[config.mk]
export PLATFORM = sky130hd
export DESIGN_NAME = ggf_ctrl
export DESIGN_NICKNAME = d
export VERILOG_FILES = /design/src/ggf_pkg.sv /design/src/ggf_ctrl.sv
export SDC_FILE = /design/constraint.sdc
export NUM_CORES = 1
export LEC_CHECK = 0
export ABC_AREA = 1
export BUFFER_PORTS_ARGS = -buffer_cell sky130_fd_sc_hd__buf_2
export CAP_MARGIN = 20
export CORE_MARGIN = 1
export CORE_UTILIZATION = 23
export CTS_CLUSTER_DIAMETER = 30
export DETAILED_ROUTE_END_ITERATION = 6
export SYNTH_ARGS = -nofsm -noshare
export SYNTH_HDL_FRONTEND = slang
export SYNTH_SLANG_ARGS = --single-unit
[constraint.sdc]
create_clock -name clk_i -period 3.6 [get_ports clk_i]
set_input_delay 0.72 -clock clk_i [delete_from_list [all_inputs] [get_ports clk_i]]
set_output_delay 0.72 -clock clk_i [all_outputs]
set_load 0.05 [all_outputs]
[src/ggf_pkg.sv]
`default_nettype none
package ggf_pkg;

  localparam logic KIND_WRITE = 1'b0;
  localparam logic KIND_QUERY = 1'b1;

  localparam logic [2:0] REG_SIZE_X = 3'd0;
  localparam logic [2:0] REG_SIZE_Y = 3'd1;
  localparam logic [2:0] REG_SIZE_Z = 3'd2;
  localparam logic [2:0] REG_RECIP_X = 3'd3;
  localparam logic [2:0] REG_RECIP_Y = 3'd4;
  localparam logic [2:0] REG_RECIP_Z = 3'd5;

  localparam int NumReads = 6;
  localparam int RdSelW = $clog2(NumReads);

  typedef enum logic [1:0] {
    AXIS_X = 2'd0,
    AXIS_Y = 2'd1,
    AXIS_Z = 2'd2
  } ggf_axis_e;

  typedef struct packed {
    logic              mem_wr;
    logic              addr_load;
    logic              rd_en;
    logic [RdSelW-1:0] rd_sel;
    logic              cap_minus;
    logic              cap_diff;
    logic              mul_en;
    ggf_axis_e         mul_axis;
    logic              sat_en;
    ggf_axis_e         sat_axis;
    logic              out_load;
  } ggf_cmd_t;

endpackage
`default_nettype wire

[src/ggf_ctrl.sv]
`default_nettype none
module ggf_ctrl
  import ggf_pkg::*;
(
  input  wire logic     clk_i,
  input  wire logic     rst_ni,
  input  wire logic     in_valid_i,
  input  wire logic     kind_i,
  output logic          in_ready_o,
  input  wire logic     out_ready_i,
  output logic          out_valid_o,
  output ggf_cmd_t      cmd_o
);

  typedef enum logic [2:0] {
    S_IDLE  = 3'b001,
    S_RUN   = 3'b010,
    S_FINAL = 3'b100
  } state_e;

  localparam logic [2:0] LastPhase = 3'd7;

  state_e     state_q, state_d;
  logic [2:0] ph_q, ph_d;
  logic       out_valid_q, out_valid_d;
  logic       accept;
  logic       out_free;

  assign in_ready_o  = (state_q == S_IDLE);
  assign out_valid_o = out_valid_q;
  assign accept      = in_valid_i && in_ready_o;
  assign out_free    = !out_valid_q || out_ready_i;

  always_comb begin
    cmd_o           = '0;
    cmd_o.mul_axis  = AXIS_X;
    cmd_o.sat_axis  = AXIS_X;
    cmd_o.mem_wr    = accept && (kind_i == KIND_WRITE);
    cmd_o.addr_load = accept && (kind_i == KIND_QUERY);
    if (state_q == S_RUN) begin
      cmd_o.rd_en     = (32'(ph_q) < NumReads);
      cmd_o.rd_sel    = RdSelW'(ph_q);
      cmd_o.cap_minus = ph_q[0] && (32'(ph_q) < NumReads);
      cmd_o.cap_diff  = !ph_q[0] && (ph_q != 3'd0);
      cmd_o.mul_en    = ph_q[0] && (ph_q >= 3'd3);
      cmd_o.sat_en    = !ph_q[0] && (ph_q >= 3'd4);
      case (ph_q)
        3'd3:    cmd_o.mul_axis = AXIS_X;
        3'd5:    cmd_o.mul_axis = AXIS_Y;
        default: cmd_o.mul_axis = AXIS_Z;
      endcase
      case (ph_q)
        3'd4:    cmd_o.sat_axis = AXIS_X;
        default: cmd_o.sat_axis = AXIS_Y;
      endcase
    end
    if (state_q == S_FINAL) begin
      cmd_o.out_load = out_free;
    end
  end

  always_comb begin
    state_d = state_q;
    ph_d    = ph_q;
    case (state_q)
      S_IDLE: begin
        if (accept && (kind_i == KIND_QUERY)) begin
          state_d = S_RUN;
          ph_d    = 3'd0;
        end
      end
      S_RUN: begin
        ph_d = ph_q + 3'd1;
        if (ph_q == LastPhase) begin
          state_d = S_FINAL;
        end
      end
      S_FINAL: begin
        if (out_free) begin
          state_d = S_IDLE;
        end
      end
      default: state_d = S_IDLE;
    endcase
  end

  always_comb begin
    out_valid_d = out_valid_q;
    if (cmd_o.out_load) begin
      out_valid_d = 1'b1;
    end else if (out_ready_i) begin
      out_valid_d = 1'b0;
    end
  end

  always_ff @(posedge clk_i or negedge rst_ni) begin
    if (!rst_ni) begin
      state_q     <= S_IDLE;
      ph_q        <= 3'd0;
      out_valid_q <= 1'b0;
    end else begin
      state_q     <= state_d;
      ph_q        <= ph_d;
      out_valid_q <= out_valid_d;
    end
  end

endmodule
`default_nettype wire

======== After elaboration in Yosys (flattened, before gate mapping) ========
Cells that the tools add are included.
word-level totals
  register bits ........................... 7
  input port bits ......................... 5
  output and inout port bits .............. 17
  word-level logic and storage cells ...... 45
operators by class
  add/sub/neg operators ................... 1
  $lt $le $gt $ge ......................... 3
  equality and inequality tests ........... 10
  mux-type cells .......................... 12
  bitwise logic cells ..................... 1
  reductions and logical operators ........ 15
operators with widths
  operator                                                           count
  == test 3 bit, second input constant                               4
  2-to-1 mux 12 bit                                                  1
  2-to-1 mux 3 bit                                                   4
  case mux 3 bit (3 select lines)                                    1
  logical AND 1 bit                                                  7
  == test 3 x 2 -> 1 bit, second input constant                      2
  case mux 3 bit (2 select lines)                                    1
  2-to-1 mux 1 bit                                                   4
  inequality test 2 x 1 -> 1 bit, second input constant              2
  case mux 2 bit (2 select lines)                                    1
  nonzero test 2 bit                                                 2
  adder 3 x 1 -> 3 bit, second input constant                        1
  == test 3 x 1 -> 1 bit, second input constant                      1
  greater-or-equal comparator 3 x 2 -> 1 bit, second input constant  1
  greater-or-equal comparator 3 bit, second input constant           1
  less-than comparator 3 bit, second input constant                  1
  AND reduction 3 bit                                                1
  nonzero test 3 bit                                                 1
  zero test 1 bit                                                    2
  inequality test 2 bit, second input constant                       1
  AND reduction 2 bit                                                1
  logical OR 1 bit                                                   1
  NOT 1 bit                                                          1

======== Longest topological paths before layout ========
Gate-level depths: netlist of the first run.
  word-level depth ........................ 5
  mapped depth ............................ 7

======== Worst setup path before layout of the first run ========
Ideal clock, no wire load.
  kind .................................... register to output
  start point ............................. register state_q[0]
  end point ............................... output cmd_o[14] (netlist name)
  arrival ................................. 1,912 ps
  setup slack ............................. 968 ps
  stages on the path, launching flop included .. 4
  cell sequence ........................... dfstp_2 > nor3b_4 > nand2_1 > nor2_1
RTL lines
  item                    RTL line         source
  start, declared         ggf_ctrl.sv:23   state_e state_q, state_d;
  start signal, assigned  ggf_ctrl.sv:102  state_q <= state_d;
  end, declared           ggf_ctrl.sv:12   output ggf_cmd_t cmd_o

==> impl_metrics.yaml, run 1 <==
outcome:
  status: "finished, final reports clean"
synthesis:
  ys_warn_count: 0
  synth-seq-cells: 7
  seq_area_frac_synth_pct: 32.79
  synth.top_cell.area_share_pct: 27.91
  synth_top_area_cell: "dfrtp_1"
  synth_area_leaders: "dfrtp_1 (28%), ha_1 (12%), nand2_1 (10%)"
  synthesis.area_um2: 538.0
  synth_nets: 81
  syn_inst: 71
  avgSynthCellArea_um2: 7.578
  yosysUniqueCellTypes: 22
final_layout:
  finish.net_count: 103
  final_common_cell: "buf_2"
  antenna_cells: 0
  drive_gt1_share_pct: 32.61
  final_cell_mix: "buf_2 (20), nand2_1 (15), nor2_1 (13)"
  area_growth_pct: 25.12
  final_util_pct: 30.43
sta:
  final_max_slew_viol_count: 0
  fin_skew_ps: 1.221
  hold_viol: 0
  fmax_ghz: 0.4177
  min_period_ps: 2394
  setup_viol: 0
  finalSetupTns_ps: 0
  rsz0062_at_grt: "false"
  fin_crit_sh_pct: 66.50
die:
  start_util_pct: 24.32
  die_y_um: 50.37
  dieArea_um2: 2537
  fp-row-count: 17
  io-pin-count: 22
  die_x_um: 50.37
  design.core.area_um2: 2212
cts:
  ctsHtreeMaxLevel: 1
  post_cts_buffers: 0
  cts_buffer_depth: 2
  numCtsBuffers: 3
  cts_tree: "done"
  cts_resized: 0
  clock_latency_ps: 250
  clkSinkCount: 7
  ctsHoldBuffers: 0
  clkTransAtPathRegs_ps: 50
  root_buffer: "clkbuf_4"
setup_path:
  reg2reg_from: "ph_q[0]"
  cp.required_ps: 2880
  critPathCaptureType: "output pin"
  reg2regPathDepth: 7
  cp_max_fo: 14
  critPathArrivalTime_ps: 1670
  crit_path_start: "state_q[2]"
  critPathLaunchType: "flop"
  path_class: "flop to output pin"
drt:
  drt_pass1_iterations: 4
  vias: 525
  drt-initial-drc-count: 7
  drt_wl_total_um: 1064
  avgViaCountPerCell: 4.375
  post-route-drc-count: 0
  routedWlPerCell_um: 8.867
  antenna_left: 0
power:
  irDropWorstVdd_mv: 0.2762
  power_w: 0.0004602
  power_density_nw_per_um2: 683.7
  leakage_nw: 0.4015
global_route:
  grt_antenna_before_repair: 0
  overflow: 0
  grt_usage_pct: 9.994
  grt_max_degree: 15
  first_global_vias: 458
  grt_pass1_wl_um: 1849
placement:
  gp_congestion: 0.8192
  dpl.hpwl_um: 904
  io_buffers: 20
job:
  drv_cap: 0
worst_hold_path:
  hold_path_class: "primary input to asynchronous set/reset pin"
==> area by class of cell <==
class	count	area [um^2]
Timing Repair Buffer	20	100.1
Tap cell	28	35.03
Clock buffer	4	26.28
Sequential cell	7	176.4
Fill cell	253	1539
Multi-Input combinational cell	51	297.8
Inverter	10	37.54
==> per-layer routing <==
metal	vias up	wire length, um	global-route usage, %
met5	-	0	0
met4	0	12	4.167
met3	2	94	5.455
met2	23	490	15.33
met1	240	467	11.42
li1	260	-	-
==> worst max-delay path: stages (launching register included) <==
cell     delay, ps
dfrtp_1        420
nor2_1         190
nand2_2        190
inv_2          130
nand2_1         80
a21oi_1        130
buf_2          280
==> registers in the layout (all words and copies together), names as in the netlist <==
signal / cells
state_q: 3
out_valid_o: 1
ph_q: 3
==> cells by family after synthesis <==
kind of cell,Yosys count,synth area share (%)
AO/OA/AOI/OAI,4,4.650
adder cells (fa/ha/maj),5,11.63
buffers and inverters,13,11.86
flip-flops,7,32.79
other,1,0.6970
AND/OR/NAND/NOR,41,38.37
==> power breakdown <==
part | switching [W] | internal (W) | leakage [nW]
sequential | 0.0000269 | 0.000105 | 0.0921
combinational | 0.000191 | 0.0000688 | 0.294
clock | 0.0000264 | 0.0000421 | 0.0150
total | 0.000244 | 0.000216 | 0.401
==> synthesized netlist by cell type <==
cell and n:
a21oi_1 1, a31oi_1 1, buf_4 2, buf_6 1, conb_1 1, dfrtp_1 6
dfstp_2 1, ha_1 5, inv_1 9, inv_2 1, nand2_1 15, nand2_2 1
nand3_1 5, nand3_4 1, nand3b_1 1, nor2_1 13, nor3_1 2, nor3_2 1
nor3b_4 1, o21ai_0 1, o21ai_2 1, or2_0 1
==> metrics by stage <==
| stage | cell area, um^2 | instances | hold WS [ps] | setup slack, ps |
|---|---|---|---|---|
| 2_1_floorplan | 538.0 | 71 | 424.4 | 967.6 |
| 3_3_place_gp | 646.9 | 116 | 530.7 | 1536 |
| 3_5_place_dp | 646.9 | 116 | 555.8 | 1476 |
| 4_1_cts | 673.1 | 120 | 285.0 | 1200 |
| 5_1_grt | 673.1 | 120 | 279.2 | 1013 |
| 6_report | 673.1 | 120 | 292.4 | 1206 |
==> path summary, 6_finish.rpt <==
| path | slack [ps] | to |
|---|---|---|
| setup / recovery | 1210 | cmd_o[7] |
| hold / removal | 290 | state_q[1] |
| max in group asynchronous | 3080 | state_q[0] |
| hold reg to reg | 560 | out_valid_o |
| min in group clk_i | 560 | out_valid_o |
| setup reg to reg | 2270 | state_q[2] |
Power figures use the tool's default switching activity.
==> run 2, diff against run 1 <==
--- a/config.mk
+++ b/config.mk
@@ -5,7 +5,7 @@
 export SDC_FILE = /design/constraint.sdc
 export NUM_CORES = 1
 export LEC_CHECK = 0
-export ABC_AREA = 1
+export ABC_AREA = 0
 export BUFFER_PORTS_ARGS = -buffer_cell sky130_fd_sc_hd__buf_2
 export CAP_MARGIN = 20
 export CORE_MARGIN = 1
==> constraint.sdc (replaced) <==
create_clock -name clk_i -period 2.21 [get_ports clk_i]
set_input_delay 0.442 -clock clk_i [delete_from_list [all_inputs] [get_ports clk_i]]
set_output_delay 0.442 -clock clk_i [all_outputs]
set_load 0.05 [all_outputs]
==> run 2 against run 1 <==
Compared with the run above: sequential share of layout area up 0.75 points; cell count down 13%; global-route usage fell by 0.67 points; register-to-register slack got worse by 1400 ps; highest routed layer is now met3.
==> impl_metrics.yaml, run 2 <==
outcome:
  status: "finished, final reports clean"
sta:
  finalSetupTns_ps: 0
  setup_viol: 0
  hold_viol: 0
  final_max_slew_viol_count: 0
  fin_skew_ps: 6.874
  fin_crit_sh_pct: 95.53
  min_period_ps: 2111
  fmax_ghz: 0.4736
  rsz0062_at_grt: "false"
setup_path:
  critPathLaunchType: "flop"
  crit_chain: "nand2b_1 > or2_1 > a211oi_2 > buf_2"
  cp_slowest_cell: "dfrtp_1"
  rrSetupSlack_ps: 870
  critPathArrivalTime_ps: 1670
  timing.rr.end: "state_q[1]"
  path_class: "flop to output pin"
  path_buf_inv: 1
  crit_family: "flip-flops"
  cp_max_fo: 8
  critPathCaptureType: "output pin"
  cpPeakStageDelay_ps: 460
  reg2reg_from: "ph_q[0]"
  reg2regPathDepth: 4
  cp.required_ps: 1770
die:
  dieArea_um2: 2406
  start_util_pct: 25.19
  fp-row-count: 16
  design.core.area_um2: 2022
  io-pin-count: 22
  die_x_um: 49.06
  die_y_um: 49.06
power:
  leakage_nw: 0.3446
  p_sw_w: 0.0001860
  p_int_w: 0.0002698
  combPwrFrac_pct: 33.9
  p_clk_share_pct: 24.7
  irDropWorstVdd_mv: 0.2431
  power_density_nw_per_um2: 696.5
  p_sw_share_pct: 40.82
  seqPwrFrac_pct: 41.5
drt:
  drt_wl_total_um: 1018
  avgViaCountPerCell: 4.286
  vias: 450
  routedWlPerCell_um: 9.695
  drt_pass1_iterations: 4
  drt-initial-drc-count: 5
  antenna_left: 0
  post-route-drc-count: 0
cts:
  cts_buffer_depth: 2
  root_buffer: "clkbuf_4"
  cts_resized: 0
  ctsHtreeMaxLevel: 1
  clkTransAtPathRegs_ps: 50
  numCtsBuffers: 3
  clkSinkCount: 7
  clock_latency_ps: 250
  post_cts_buffers: 0
  cts_tree: "done"
  ctsHoldBuffers: 0
synthesis:
  seq_area_frac_synth_pct: 34.64
  synth_nets: 68
  synth_top_area_cell: "dfrtp_1"
  synthesis.area_um2: 509.2
  synth_compound_area_share_pct: 15.48
  yosysUniqueCellTypes: 23
  avgSynthCellArea_um2: 8.780
  synth-simple-area-share_pct: 27.27
  synth_area_leaders: "dfrtp_1 (29%), ha_1 (12%), dfstp_2 (5.2%)"
  synth.top_cell.area_share_pct: 29.48
  synth_xor_area_share_pct: 0
  async_flop_share_pct: 100.0
  synthMuxAreaShare_pct: 0
  yosys.cell_count.top_type: "nor2_1"
  synth-seq-cells: 7
  synth-edff-count: 0
  syn_inst: 58
  synth_top_family_by_area: "simple AND/OR/NAND/NOR gates"
  synth-adder-area-share_pct: 12.29
  synth_common_cells: "nor2_1 (7), dfrtp_1 (6), a21oi_1 (5), ha_1 (5)"
  ys_warn_count: 0
  synthFlopType: "dfrtp_1"
global_route:
  first_global_vias: 408
  grt_antenna_before_repair: 0
  grt_usage_pct: 9.324
  overflow: 0
  grt_pass1_wl_um: 1752
  grt_max_degree: 10
final_layout:
  instances_no_fill: 105
  drive_gt1_share_pct: 38.46
  antenna_cells: 0
  final_cell_mix: "buf_2 (20), nor2_1 (6), dfrtp_1 (6)"
  final_common_cell: "buf_2"
  finish.net_count: 89
  area_growth_pct: 28.50
placement:
  io_buffers: 20
  dpl.hpwl_um: 799.1
  gp_congestion: 0.7089
  dp.cells: 101
job:
  drv_cap: 0
worst_hold_path:
  hold_path_class: "primary input to asynchronous set/reset pin"
==> run 2: changes by cell type after synthesis, sizes merged, moves of 2 or more <==
| cell | change |
|---|---|
| a211oi | +2 |
| a21oi | +4 |
| and3 | +2 |
| inv | -6 |
| nand2 | -12 |
| nand2b | +2 |
| nand3 | -6 |
| nor2 | -6 |
| nor2b | +2 |
==> run 2: worst max path at each step <==
stage                     cells past startpoint  slack [ps]       end  startpoint
after floorplan                               4          80  cmd_o[1]  state_q[0]
after global placement                        4         390  cmd_o[8]  state_q[2]
after detailed placement                      4         360  cmd_o[8]  state_q[2]
after CTS                                     4          90  cmd_o[7]  state_q[1]
after global routing                          4           3  cmd_o[8]  state_q[2]
final                                         4         100  cmd_o[5]  state_q[1]
==> run 2: kinds of logic after synthesis <==
logic type | after synthesis
buffers and inverters | 8
DFF | 7
AOI/OAI and AO/OA | 12
and+or+nand+nor | 25
adders and majority gates | 5
other | 1
==> run 2: worst reg2reg max path, stage by stage (launching register included) <==
cell     delay (ps)
dfrtp_1         480
ha_1            280
ha_1            200
o21ai_0         160
nor2b_1         140
==> run 2: through the flow <==
stage	worst slack, ps	cell area (um^2)	hold WS [ps]	util [%]	total power (W)
after global routing	2.861	654.4	31.41	32.36	0.0004859
final	98.69	654.4	14.07	32.36	0.0004558
after floorplan	80.09	528.0	146.4	-	0.0003100
after global placement	393.5	628.1	281.0	31.06	0.0003446
after detailed placement	356.6	628.1	283.2	31.06	0.0003459
after CTS	93.26	654.4	21.75	32.36	0.0004586
==> run 2: layout make-up <==
| type | instances | area (um^2) |
|---|---|---|
| tap | 27 | 33.78 |
| timing repair buffer | 20 | 100.1 |
| multi-input combinational | 43 | 302.8 |
| inverter | 4 | 15.01 |
| clock buffer | 4 | 26.28 |
| sequential | 7 | 176.4 |
| fill | 224 | 1368 |
==> run 2: layer usage <==
layer  up-vias  GRT usage, %  wire, um
met3         0         1.869        27
li1        234             -         -
met1       209         12.40       537
met2         7         14.35       453
met5         -             0         0
met4         0         4.412         0
==> run 2: power by group through the flow <==
stage / sequential, W / combinational [W] / clock [W]
after global routing: 0.000196 / 0.000171 / 0.000119
final: 0.000189 / 0.000154 / 0.000112
after global placement: 0.000189 / 0.000156 / 0
after floorplan: 0.000181 / 0.000129 / 0
after detailed placement: 0.000190 / 0.000156 / 0
after CTS: 0.000188 / 0.000156 / 0.000114
